File: config.mk
export PLATFORM = sky130hd
export DESIGN_NAME = positional_insert_queue
export DESIGN_NICKNAME = d
export VERILOG_FILES = /design/src/piq_pkg.sv /design/src/positional_insert_queue.sv /design/src/piq_cell.sv /design/src/piq_chain.sv
export VERILOG_INCLUDE_DIRS = /design/src /design/src/src
export SDC_FILE = /design/constraint.sdc
export NUM_CORES = 2
export LEC_CHECK = 0
export CAP_MARGIN = 10
export CORE_UTILIZATION = 40
export DETAILED_ROUTE_END_ITERATION = 16
export DONT_BUFFER_PORTS = 1
export PLACE_DENSITY_LB_ADDON = 0.2
export SETUP_SLACK_MARGIN = 0.1
export SLEW_MARGIN = 10
export SYNTH_ARGS = -nofsm -noshare
export SYNTH_HDL_FRONTEND = slang
export SYNTH_SLANG_ARGS = --single-unit
File: constraint.sdc
create_clock -name clk -period 6.5 [get_ports clk]
set_clock_uncertainty 0.15 [all_clocks]
set_input_delay 0.65 -clock clk [delete_from_list [all_inputs] [get_ports clk]]
set_output_delay 0.65 -clock clk [all_outputs]
set_load 0.1 [all_outputs]
File: src/positional_insert_queue_macros.svh
// Assertion helpers shared by the queue RTL.
`ifndef POSITIONAL_INSERT_QUEUE_MACROS_SVH
`define POSITIONAL_INSERT_QUEUE_MACROS_SVH

// Check cons in the same cycle as ante.
`define PIQ_ASSERT_SAME(label, ante, cons, msg) \
  label: assert property (@(posedge clk) disable iff (!rst_n) (ante) |-> (cons)) \
    else $error(msg);

// Check cons in the cycle after ante.
`define PIQ_ASSERT_NEXT(label, ante, cons, msg) \
  label: assert property (@(posedge clk) disable iff (!rst_n) (ante) |=> (cons)) \
    else $error(msg);

`endif

File: src/piq_pkg.sv
package piq_pkg;

  localparam int CAPACITY_DEF = 16;
  localparam int POS_W        = 5;
  localparam int COORD_W      = 16;
  localparam int PAIR_W       = 2 * COORD_W;
  localparam int OCC_W        = 5;
  localparam int OPER_W       = 2;
  localparam int IN_DATA_W    = 40;
  localparam int OUT_DATA_W   = 40;

  typedef enum logic [1:0] {
    OP_APPEND = 2'd0,
    OP_INSERT = 2'd1,
    OP_REMOVE = 2'd2,
    OP_SEARCH = 2'd3
  } oper_e;

  typedef enum logic [1:0] {
    STAT_OK    = 2'd0,
    STAT_EMPTY = 2'd1,
    STAT_RANGE = 2'd2,
    STAT_FULL  = 2'd3
  } stat_e;

  typedef enum logic [2:0] {
    C_HOLD,
    C_INSERT,
    C_REMOVE,
    C_SLOAD,
    C_SSHIFT
  } cell_op_e;

  typedef enum logic [1:0] {
    S_IDLE,
    S_SCAN,
    S_HOLD
  } state_e;

  // Broadcast command to every cell of the row.
  typedef struct packed {
    cell_op_e            op;
    logic [PAIR_W-1:0]   key;   // y in upper half, x in lower half
  } cell_cmd_t;

  // Result word, packed with status in the lowest bits.
  typedef struct packed {
    logic [OCC_W-1:0]    occupancy;
    logic                found;
    logic [COORD_W-1:0]  removed_y;
    logic [COORD_W-1:0]  removed_x;
    stat_e               status;
  } result_t;

endpackage

File: src/positional_insert_queue.sv
// Flow: append, insert and remove register their result, which then moves to the
//   output register once that is free; a search first walks the match tokens
//   down the row of cells, one step per entry held. No new request is taken
//   until the result has reached the output register.
// Reset: synchronous, active low; clears the entry count, FSM and output valid.
//   Entry storage is not cleared and needs no clearing pass.
`include "positional_insert_queue_macros.svh"

module positional_insert_queue #(
  parameter int CAPACITY = piq_pkg::CAPACITY_DEF
) (
  input  logic                               clk,
  input  logic                               rst_n,
  // Request channel
  input  logic                               in_tvalid,
  output logic                               in_tready,
  // [4:0] position, [20:5] item_x, [36:21] item_y, [39:37] zero
  input  logic [piq_pkg::IN_DATA_W-1:0]      in_tdata,
  // [1:0] operation
  input  logic [piq_pkg::OPER_W-1:0]         in_tuser,
  // Result channel
  output logic                               out_tvalid,
  input  logic                               out_tready,
  // [1:0] status, [17:2] removed_x, [33:18] removed_y, [34] found,
  // [39:35] occupancy
  output logic [piq_pkg::OUT_DATA_W-1:0]     out_tdata
);
  import piq_pkg::*;

  localparam int CW = $clog2(CAPACITY + 1);
  localparam int PW = (CW > POS_W) ? CW : POS_W;   // width for the range check

  // Request fields
  oper_e              in_op;
  logic [POS_W-1:0]   in_pos;
  logic [PAIR_W-1:0]  in_pair;
  logic               in_fire;

  assign in_op   = oper_e'(in_tuser);
  assign in_pos  = in_tdata[POS_W-1:0];
  assign in_pair = {in_tdata[POS_W+PAIR_W-1:POS_W+COORD_W],
                    in_tdata[POS_W+COORD_W-1:POS_W]};
  assign in_fire = in_tvalid && in_tready;

  // Control and result registers
  state_e             st_r, st_nxt;
  logic [CW-1:0]      count_r, count_nxt;
  logic [CW-1:0]      scan_r, scan_nxt;
  result_t            res_r, res_nxt;
  result_t            out_r, out_nxt;
  logic               out_valid_r, out_valid_nxt;

  // Row interface
  cell_cmd_t          cmd;
  logic [CW-1:0]      cell_pos;
  logic [PAIR_W-1:0]  head_data;
  logic               head_tok;

  piq_chain #(
    .CAPACITY (CAPACITY)
  ) u_chain (
    .clk       (clk),
    .rst_n     (rst_n),
    .cmd       (cmd),
    .pos       (cell_pos),
    .count     (count_r),
    .head_data (head_data),
    .head_tok  (head_tok)
  );

  // Range check on the full position field, full check on the count.
  logic pos_bad;
  logic is_full;

  assign pos_bad = (in_op == OP_INSERT) && (PW'(in_pos) > PW'(count_r));
  assign is_full = (count_r == CW'(CAPACITY));

  always_comb begin
    st_nxt        = st_r;
    count_nxt     = count_r;
    scan_nxt      = scan_r;
    res_nxt       = res_r;
    out_nxt       = out_r;
    out_valid_nxt = out_valid_r;
    cmd.op        = C_HOLD;
    cmd.key       = in_pair;
    cell_pos      = count_r;

    // Drop the presented result once taken.
    if (out_valid_r && out_tready) begin
      out_valid_nxt = 1'b0;
    end

    unique case (st_r)
      S_IDLE: begin
        if (in_fire) begin
          res_nxt = '0;
          st_nxt  = S_HOLD;
          unique case (in_op) inside
            OP_APPEND, OP_INSERT: begin
              if (pos_bad) begin
                res_nxt.status = STAT_RANGE;
              end else if (is_full) begin
                res_nxt.status = STAT_FULL;
              end else begin
                // Append lands at the tail; insert before the given slot.
                if (in_op == OP_INSERT) begin
                  cell_pos = CW'(in_pos);
                end
                cmd.op    = C_INSERT;
                count_nxt = count_r + CW'(1);
              end
            end
            OP_REMOVE: begin
              if (count_r == '0) begin
                res_nxt.status = STAT_EMPTY;
              end else begin
                res_nxt.removed_x = head_data[COORD_W-1:0];
                res_nxt.removed_y = head_data[PAIR_W-1:COORD_W];
                cmd.op            = C_REMOVE;
                count_nxt         = count_r - CW'(1);
              end
            end
            OP_SEARCH: begin
              // Load per-cell match tokens, then walk them to the head.
              cmd.op   = C_SLOAD;
              scan_nxt = count_r;
              if (count_r != '0) begin
                st_nxt = S_SCAN;
              end
            end
            default: ;
          endcase
          res_nxt.occupancy = OCC_W'(count_nxt);
        end
      end
      S_SCAN: begin
        cmd.op        = C_SSHIFT;
        res_nxt.found = res_r.found | head_tok;
        scan_nxt      = scan_r - CW'(1);
        if (scan_r == CW'(1)) begin
          st_nxt = S_HOLD;
        end
      end
      S_HOLD: begin
        // Hand the result over once the output register is free.
        if (!out_valid_r || out_tready) begin
          out_nxt       = res_r;
          out_valid_nxt = 1'b1;
          st_nxt        = S_IDLE;
        end
      end
      default: st_nxt = S_IDLE;
    endcase
  end

  always_ff @(posedge clk) begin
    if (!rst_n) begin
      st_r        <= S_IDLE;
      count_r     <= '0;
      scan_r      <= '0;
      out_valid_r <= 1'b0;
    end else begin
      st_r        <= st_nxt;
      count_r     <= count_nxt;
      scan_r      <= scan_nxt;
      out_valid_r <= out_valid_nxt;
    end
  end

  // Payload holds need no reset.
  always_ff @(posedge clk) begin
    res_r <= res_nxt;
    out_r <= out_nxt;
  end

  assign in_tready  = (st_r == S_IDLE);
  assign out_tvalid = out_valid_r;
  assign out_tdata  = out_r;

  // Checks
  `PIQ_ASSERT_SAME(a_count_bound, 1'b1, count_r <= CW'(CAPACITY),
                   "count above capacity")
  `PIQ_ASSERT_NEXT(a_busy_after_req, in_fire, st_r != S_IDLE,
                   "idle right after a request")
  `PIQ_ASSERT_SAME(a_scan_nonzero, st_r == S_SCAN, scan_r != '0,
                   "scan with zero left")
  `PIQ_ASSERT_NEXT(a_remove_dec, in_fire && in_op == OP_REMOVE && count_r != '0,
                   (count_r + CW'(1)) == $past(count_r), "remove did not decrement")

endmodule

File: src/piq_cell.sv
module piq_cell #(
  parameter int CW    = 5,
  parameter int INDEX = 0
) (
  input  logic                        clk,
  input  logic                        rst_n,
  input  piq_pkg::cell_cmd_t          cmd,
  input  logic [CW-1:0]               pos,
  input  logic [CW-1:0]               count,
  input  logic [piq_pkg::PAIR_W-1:0]  left_data,
  input  logic [piq_pkg::PAIR_W-1:0]  right_data,
  input  logic                        right_tok,
  output logic [piq_pkg::PAIR_W-1:0]  data_o,
  output logic                        tok_o
);
  import piq_pkg::*;

  localparam logic [CW-1:0] IDX = CW'(INDEX);

  logic [PAIR_W-1:0] data_r;
  logic [PAIR_W-1:0] data_nxt;
  logic              tok_r;
  logic              tok_nxt;

  always_comb begin
    data_nxt = data_r;
    tok_nxt  = tok_r;
    case (cmd.op)
      C_INSERT: begin
        if (IDX > pos) begin
          data_nxt = left_data;
        end else if (IDX == pos) begin
          data_nxt = cmd.key;
        end
      end
      C_REMOVE: data_nxt = right_data;
      C_SLOAD:  tok_nxt  = (data_r == cmd.key) && (IDX < count);
      C_SSHIFT: tok_nxt  = right_tok;
      default:  ;
    endcase
  end

  always_ff @(posedge clk) begin
    data_r <= data_nxt;
  end

  always_ff @(posedge clk) begin
    if (!rst_n) begin
      tok_r <= 1'b0;
    end else begin
      tok_r <= tok_nxt;
    end
  end

  assign data_o = data_r;
  assign tok_o  = tok_r;

endmodule

File: src/piq_chain.sv
module piq_chain #(
  parameter int CAPACITY = piq_pkg::CAPACITY_DEF
) (
  input  logic                                  clk,
  input  logic                                  rst_n,
  input  piq_pkg::cell_cmd_t                    cmd,
  input  logic [$clog2(CAPACITY+1)-1:0]         pos,
  input  logic [$clog2(CAPACITY+1)-1:0]         count,
  output logic [piq_pkg::PAIR_W-1:0]            head_data,
  output logic                                  head_tok
);
  import piq_pkg::*;

  localparam int CW = $clog2(CAPACITY + 1);

  logic [PAIR_W-1:0] data_w [CAPACITY];
  logic              tok_w  [CAPACITY];

  for (genvar i = 0; i < CAPACITY; i++) begin : g_cell
    logic [PAIR_W-1:0] left_d;
    logic [PAIR_W-1:0] right_d;
    logic              right_t;

    if (i == 0) begin : g_head
      assign left_d = cmd.key;
    end else begin : g_mid
      assign left_d = data_w[i-1];
    end

    if (i == CAPACITY - 1) begin : g_tail
      assign right_d = '0;
      assign right_t = 1'b0;
    end else begin : g_inner
      assign right_d = data_w[i+1];
      assign right_t = tok_w[i+1];
    end

    piq_cell #(
      .CW    (CW),
      .INDEX (i)
    ) u_cell (
      .clk        (clk),
      .rst_n      (rst_n),
      .cmd        (cmd),
      .pos        (pos),
      .count      (count),
      .left_data  (left_d),
      .right_data (right_d),
      .right_tok  (right_t),
      .data_o     (data_w[i]),
      .tok_o      (tok_w[i])
    );
  end

  assign head_data = data_w[0];
  assign head_tok  = tok_w[0];

endmodule

# After elaboration in Yosys (flattened, before gate mapping)
# Index checks and enable logic that the tools add are counted.
# word_totals
regBits	621
wordCells	298
in_bits	46
# op_classes
bitwise_logic	2
muxes	100
magnitude_cmp	33
add_sub_neg	3
reduce_logical	52
n_eq_ne	62
# ops
op	n
32-bit 2-to-1 mux	34
32-bit one-hot mux with 2 select lines	16
32-bit equality test	16
5-bit 2-to-1 mux	11
3-bit != test (second input constant)	16
4-bit by 5-bit equality test with 1-bit output (first input constant)	8
4-bit by 5-bit greater-than comparator with 1-bit output (first input constant)	8
4-bit by 5-bit less-than comparator with 1-bit output (first input constant)	8
2-bit AND reduction	19
35-bit 2-to-1 mux	1
1-bit one-hot mux with 2 select lines	17
3-bit by 5-bit equality test with 1-bit output (first input constant)	4
3-bit by 5-bit greater-than comparator with 1-bit output (first input constant)	4
3-bit by 5-bit less-than comparator with 1-bit output (first input constant)	4
5-bit one-hot mux with 2 select lines	2
1-bit logical AND	19
2-bit 2-to-1 mux	8
2-bit one-hot mux with 3 select lines	2
2-bit by 5-bit equality test with 1-bit output (first input constant)	2
1-bit by 5-bit greater-than comparator with 1-bit output (first input constant)	2
2-bit by 5-bit greater-than comparator with 1-bit output (first input constant)	2
5-bit zero test	2
1-bit by 5-bit less-than comparator with 1-bit output (first input constant)	2
2-bit by 5-bit less-than comparator with 1-bit output (first input constant)	2
26 further kinds	43

# Longest topological paths before layout
# depth
ltp_word	11
depth_mapped	14

# By module
# Synthesis repeated with hierarchy kept, for this count alone.
# unflattened
cells_unflattened	3372
area_unflattened_um2	37785.0
# modules_own_cells
module	cells_per_inst	area_per_inst_um2	seq_area_each_um2	n_inst
positional_insert_queue	298	4012.6	2662.6	1
piq_cell at u_chain.g_cell[11].u_cell	196	2169.6	980.9	1
piq_cell at u_chain.g_cell[14].u_cell	200	2164.6	980.9	1
piq_cell at u_chain.g_cell[13].u_cell	198	2162.1	980.9	1
piq_cell at u_chain.g_cell[3].u_cell	196	2150.8	980.9	1
piq_cell at u_chain.g_cell[1].u_cell	196	2148.3	980.9	1
piq_cell at u_chain.g_cell[2].u_cell	195	2143.3	980.9	1
piq_cell at u_chain.g_cell[7].u_cell	195	2137.0	980.9	1
piq_cell at u_chain.g_cell[10].u_cell	198	2132.0	980.9	1
piq_cell at u_chain.g_cell[9].u_cell	197	2132.0	980.9	1
piq_cell at u_chain.g_cell[4].u_cell	196	2118.3	980.9	1
piq_cell at u_chain.g_cell[5].u_cell	197	2109.5	980.9	1
piq_cell at u_chain.g_cell[6].u_cell	195	2109.5	980.9	1
piq_cell at u_chain.g_cell[12].u_cell	197	2108.3	980.9	1
4 more rows	--	--	--	--

# Least setup slack after synthesis
# OpenSTA, ideal clock, no wires.
# synth_path
kind	reg2reg
startpoint	register count_r[1]
endpoint	register u_chain.g_cell[5].u_cell.data_r[0] (enable)
stages_incl_launch_ff	13
setup_time_ns	0.470
period_less_slack_ns	5.746
required_time_ns	5.880
path_buffers	3
slack_ns	0.754
t_arrival_ns	5.126
cell_sequence	dfxtp_1 clkbuf_1 inv_1 ha_1 nor2b_1 o21ai_0 a21oi_1 or4_4 buf_6 nand2_1 buf_2 nand2_1 o31ai_1
# synth_via
elab_chain_len	9
word_cells_on_any_way	23
# synth_lines
element	line_no	source
start: declaration	positional_insert_queue.sv:47	logic [CW-1:0] count_r, count_nxt;
start signal: assignment	positional_insert_queue.sv:165	count_r <= count_nxt;
5-bit greater-than comparator (tied with other cells)	positional_insert_queue.sv:75	assign pos_bad = (in_op == OP_INSERT) && (PW'(in_pos) > PW'(count_r));
1-bit logical AND (tied with other cells)	positional_insert_queue.sv:75	
5-bit 2-to-1 mux / 1-bit 2-to-1 mux (equally long branches)	positional_insert_queue.sv:101	if (pos_bad) begin
5-bit 2-to-1 mux / 2-bit one-hot mux with 3 select lines (equally long branches)	positional_insert_queue.sv:99	unique case (in_op) inside
5-bit 2-to-1 mux / 3-bit 2-to-1 mux (equally long branches)	positional_insert_queue.sv:96	if (in_fire) begin
5-bit 2-to-1 mux / 3-bit one-hot mux with 2 select lines (equally long branches)	positional_insert_queue.sv:94	unique case (st_r)
3-bit by 5-bit greater-than comparator with 1-bit output (tied with other cells)	piq_cell.sv:30	if (IDX > pos) begin
3-bit != test (no line) / 2-bit nonzero test (equally long branches)	--	
2-bit AND reduction (no line) *	--	
end signal: assignment	piq_cell.sv:44	data_r <= data_nxt;
end: declaration	piq_cell.sv:20	logic [PAIR_W-1:0] data_r;
# Mark *: on every way between the ends. The rest lies on a longest branch, timed or not.
# A chain may end at the register's enable or synchronous reset.

# Worst setup path after layout
# layout_path
startpoint	register count_r[1]
endpoint	register u_chain.g_cell[11].u_cell.data_r[14], data pin
# layout_via
elab_chain_len	9
word_cells_on_any_way	21
# layout_lines
element	line_no	source
5-bit greater-than comparator (tied with other cells)	positional_insert_queue.sv:75	
1-bit logical AND / 5-bit 2-to-1 mux (equally long branches)	positional_insert_queue.sv:75, positional_insert_queue.sv:103	
5-bit 2-to-1 mux	positional_insert_queue.sv:101	
5-bit 2-to-1 mux	positional_insert_queue.sv:99	
5-bit 2-to-1 mux	positional_insert_queue.sv:96	
5-bit 2-to-1 mux	positional_insert_queue.sv:94	
4-bit by 5-bit greater-than comparator with 1-bit output	piq_cell.sv:30	
32-bit 2-to-1 mux	piq_cell.sv:30	
32-bit one-hot mux with 2 select lines *	piq_cell.sv:28	case (cmd.op)
via u_chain.g_cell[11].u_cell.data_nxt[14]	piq_cell.sv:21	logic [PAIR_W-1:0] data_nxt;
end signal: assignment	piq_cell.sv:44	
end: declaration	piq_cell.sv:20	
# The timed path passes the listed nets; every way through them passes the cells marked *.

==> flow_summary.toml <==
[clock_tree]
clockBufferDepth = 3
clk_latency_ns = 0.65
htree_num_levels = 3
cts-root-buf = "clkbuf_16"
cts.sinks = 621
clk_pin_slew_ns = 0.07
tritoncts = "built"
postCtsSetupBuffers = 0
numCtsBuffers = 73

[pwr]
leakagePower_nw = 14.5
p_total_mw = 12.9
comb_power_share_pct = 22.0
power_density_nw_per_um2 = 315
p_clk_share_pct = 33.5
ir_drop_v = 0.000206
swShare_pct = 33.8
seqPwrFrac_pct = 44.5
power_switching_mw = 4.34
intPower_mw = 8.52

[logic_synthesis]
synth_area_um2 = 37400
synth_area_per_cell_um2 = 9.82
synth.area.top_cells = "edfxtp_1 (48%), xnor2_1 (9.2%), nand2_1 (5.1%), nor2_1 (3.9%), nand4_1 (3.4%)"
synth-seq-area-share_pct = 49.1
synth_top_area_share_pct = 47.5
synth_cell_types = 65
yosysWarningCount = 0
synth-async-reset-ratio_pct = 0
synthFlopType = "edfxtp_1"
synthCells = 3812
synth_edf_count = 592
postSynthNetCount = 3869
ys_ff_latch = 621
synth_top_cell_by_area = "edfxtp_1"

[sta]
rsz0062_at_grt = "no"
maxSlewHeadroom_pct = 14.6
period_share_pct = 82.2
hold_violations = 0
fmax_mhz = 187
whs_ns = 0.0187
slew_violations = 0
worst_pin_slew_ns = 1.28
finalSetupTns_ns = 0
finalWorstSetupSlack_ns = 1.15
setup_viol = 0
fin_crit_ns = 5.35

[critical_path]
crit_path_max_fanout = 34
required_ns = 6.67
timing.rr.start = "count_r[1]"
max_stage_delay_ns = 0.89
r2r_cells = 12
arrival_ns = 5.52
path_common_cell = "buf_4"
cp_num_buf_inv = 4
cpLargestDelayFamily = "compound AO/OA/AOI/OAI gates"
path_cells = "inv_1 -> ha_1 -> nor2b_1 -> o21ai_0 -> a21oi_1 -> buf_4 -> o21ai_2 -> buf_4 -> and2_2 -> buf_4 -> a31o_2 -> a211oi_1"
cp_slowest_cell = "a31o_2"
criticalPathCategory = "register to register"
r2r_slack_ns = 1.15
start_kind = "register"
r2r-end = "u_chain.g_cell[11].u_cell.data_o[14]"
cp-end-kind = "register"

[place]
place.gp.congestion = 0.959
hpwl_um = 108000
portBuffers = 0
dp.cells = 4767
post-place-ws_ns = 1.41

[drt]
drc_errors = 0
drt_iter0_markers = 5755
drtAntennaViolNets = 0
via_per_inst = 6.64
vias = 32600
firstDrtPassIters = 9
wl_um = 166000
routedWlPerCell_um = 33.8

[final_layout]
fillCellCount = 8875
nets = 3658
layout_common_cells = "edfxtp_1 (592), nand2_1 (510), xnor2_1 (393)"
finalNonFillerCells = 4903
seq_area_um2 = 18400
syn_to_final_growth_pct = 9.10
multi_input_area_um2 = 17400
final_common_cell = "edfxtp_1"
final_layout_size_suffix_gt1_share_pct = 8.04

[floorplanning]
coreArea_um2 = 92200
start_util_pct = 40.6
die-area_um2 = 94800
die_y_um = 308
fp.dieW_um = 308
io_pins = 88
rows = 111

[grt]
grt_max_degree = 119
antenna_found_initial = 4
grt_pass1_wl_um = 230000
grt_pass1_vias = 30300
grt_use_total_pct = 34.1
overflow = 0

[hold_path]
hp-start = "rst_n"
hp-class = "primary input to register"
hold_path_depth = 2
hold_path_end = "u_chain.g_cell[11].u_cell.tok_o"

[run]
max_cap_violations = 0

[run_status]
outcome = "finished clean"
## sequential cells by signal (all words and copies together) (netlist names)
| register | cells |
|---|---|
| out_tvalid | 1 |
| res_r | 40 |
| count_r | 5 |
| u_chain.g_cell.u_cell.tok_o | 16 |
| scan_r | 5 |
| st_r | 2 |
| u_chain.g_cell.u_cell.data_o | 512 |
| out_tdata | 40 |
## power by group through the flow
stage                     Clock [mW]  Sequential, mW  Combinational, mW
after global routing            4.45            5.73               2.98
after detailed placement           0            5.76               2.72
after global placement             0            5.76               2.69
after CTS                       4.31            5.68               2.74
after floorplan                    0            5.54               1.96
final                           4.30            5.72               2.83
## kinds of logic (layout without fill, tap and decap cells)
group,Yosys count,in the layout,synth area share (%)
simple gates,1458,1458,18.1
compound gates,663,663,13.5
flops,621,621,49.1
xor+xnor,514,514,12.0
buf+inv,478,323,5.20
mux,67,67,1.80
fa+ha+maj,11,11,0.368
other cells,0,3,0
## stage by stage
stage,area (µm²),utilization (%)
2_1_floorplan,37400,-
3_3_place_gp,38400,41.6
3_5_place_dp,38400,41.6
4_1_cts,40800,44.3
5_1_grt,40800,44.3
6_report,40800,44.3
## routing by layer
layer,up-vias,routed length (µm),GRT usage (%)
met2,2605,68100,48.0
met4,0,10500,20.0
met3,445,25200,12.5
met5,-,0,0
met1,16000,62000,44.6
li1,13500,-,-
## cell usage after synthesis (all sizes together), types with 8 or more instances
cell / number
o221ai: 32
inv: 107
edfxtp: 592
o211ai: 130
buf: 129
a2111oi: 35
xnor2: 393
a31oi: 101
nor4: 52
o21ai: 94
a21oi: 76
a221o: 97
ha: 11
xor2: 121
nand3: 189
nand4: 201
nand2b: 8
nor2: 385
a211oi: 41
mux2i: 66
dfxtp: 29
nor3: 48
clkbuf: 242
and2: 39
nand2: 513
a222oi: 34
## area by class of cell
type / count / share of cell area [%]
clock buffer: 84 / 4.65
antenna: 3 / 0.0184
tap: 1243 / 3.81
inverter: 107 / 0.984
clock inverter: 47 / 1.25
sequential: 621 / 45.0
multi-input combinational: 2713 / 42.5
timing repair buffer: 85 / 1.79
## worst max path at each step
| stage | from | to | depth (start not counted) |
|---|---|---|---|
| 6_report | count_r[1] | u_chain.g_cell[11].u_cell.data_o[14] | 12 |
| 2_1_floorplan | count_r[1] | u_chain.g_cell[5].u_cell.data_o[0] | 12 |
| 3_3_place_gp | count_r[1] | u_chain.g_cell[11].u_cell.data_o[3] | 12 |
| 4_1_cts | count_r[1] | u_chain.g_cell[11].u_cell.data_o[2] | 12 |
| 3_5_place_dp | count_r[1] | u_chain.g_cell[11].u_cell.data_o[2] | 12 |
| 5_1_grt | count_r[1] | u_chain.g_cell[11].u_cell.data_o[16] | 12 |
## what timing repair did
action                                 CTS  global route
hold buffers                             2             0
setup endpoints to repair                0             0
resized for setup                        0             0
endpoints found under the hold margin    8             0
No activity file was read; power rests on OpenSTA's default activity.
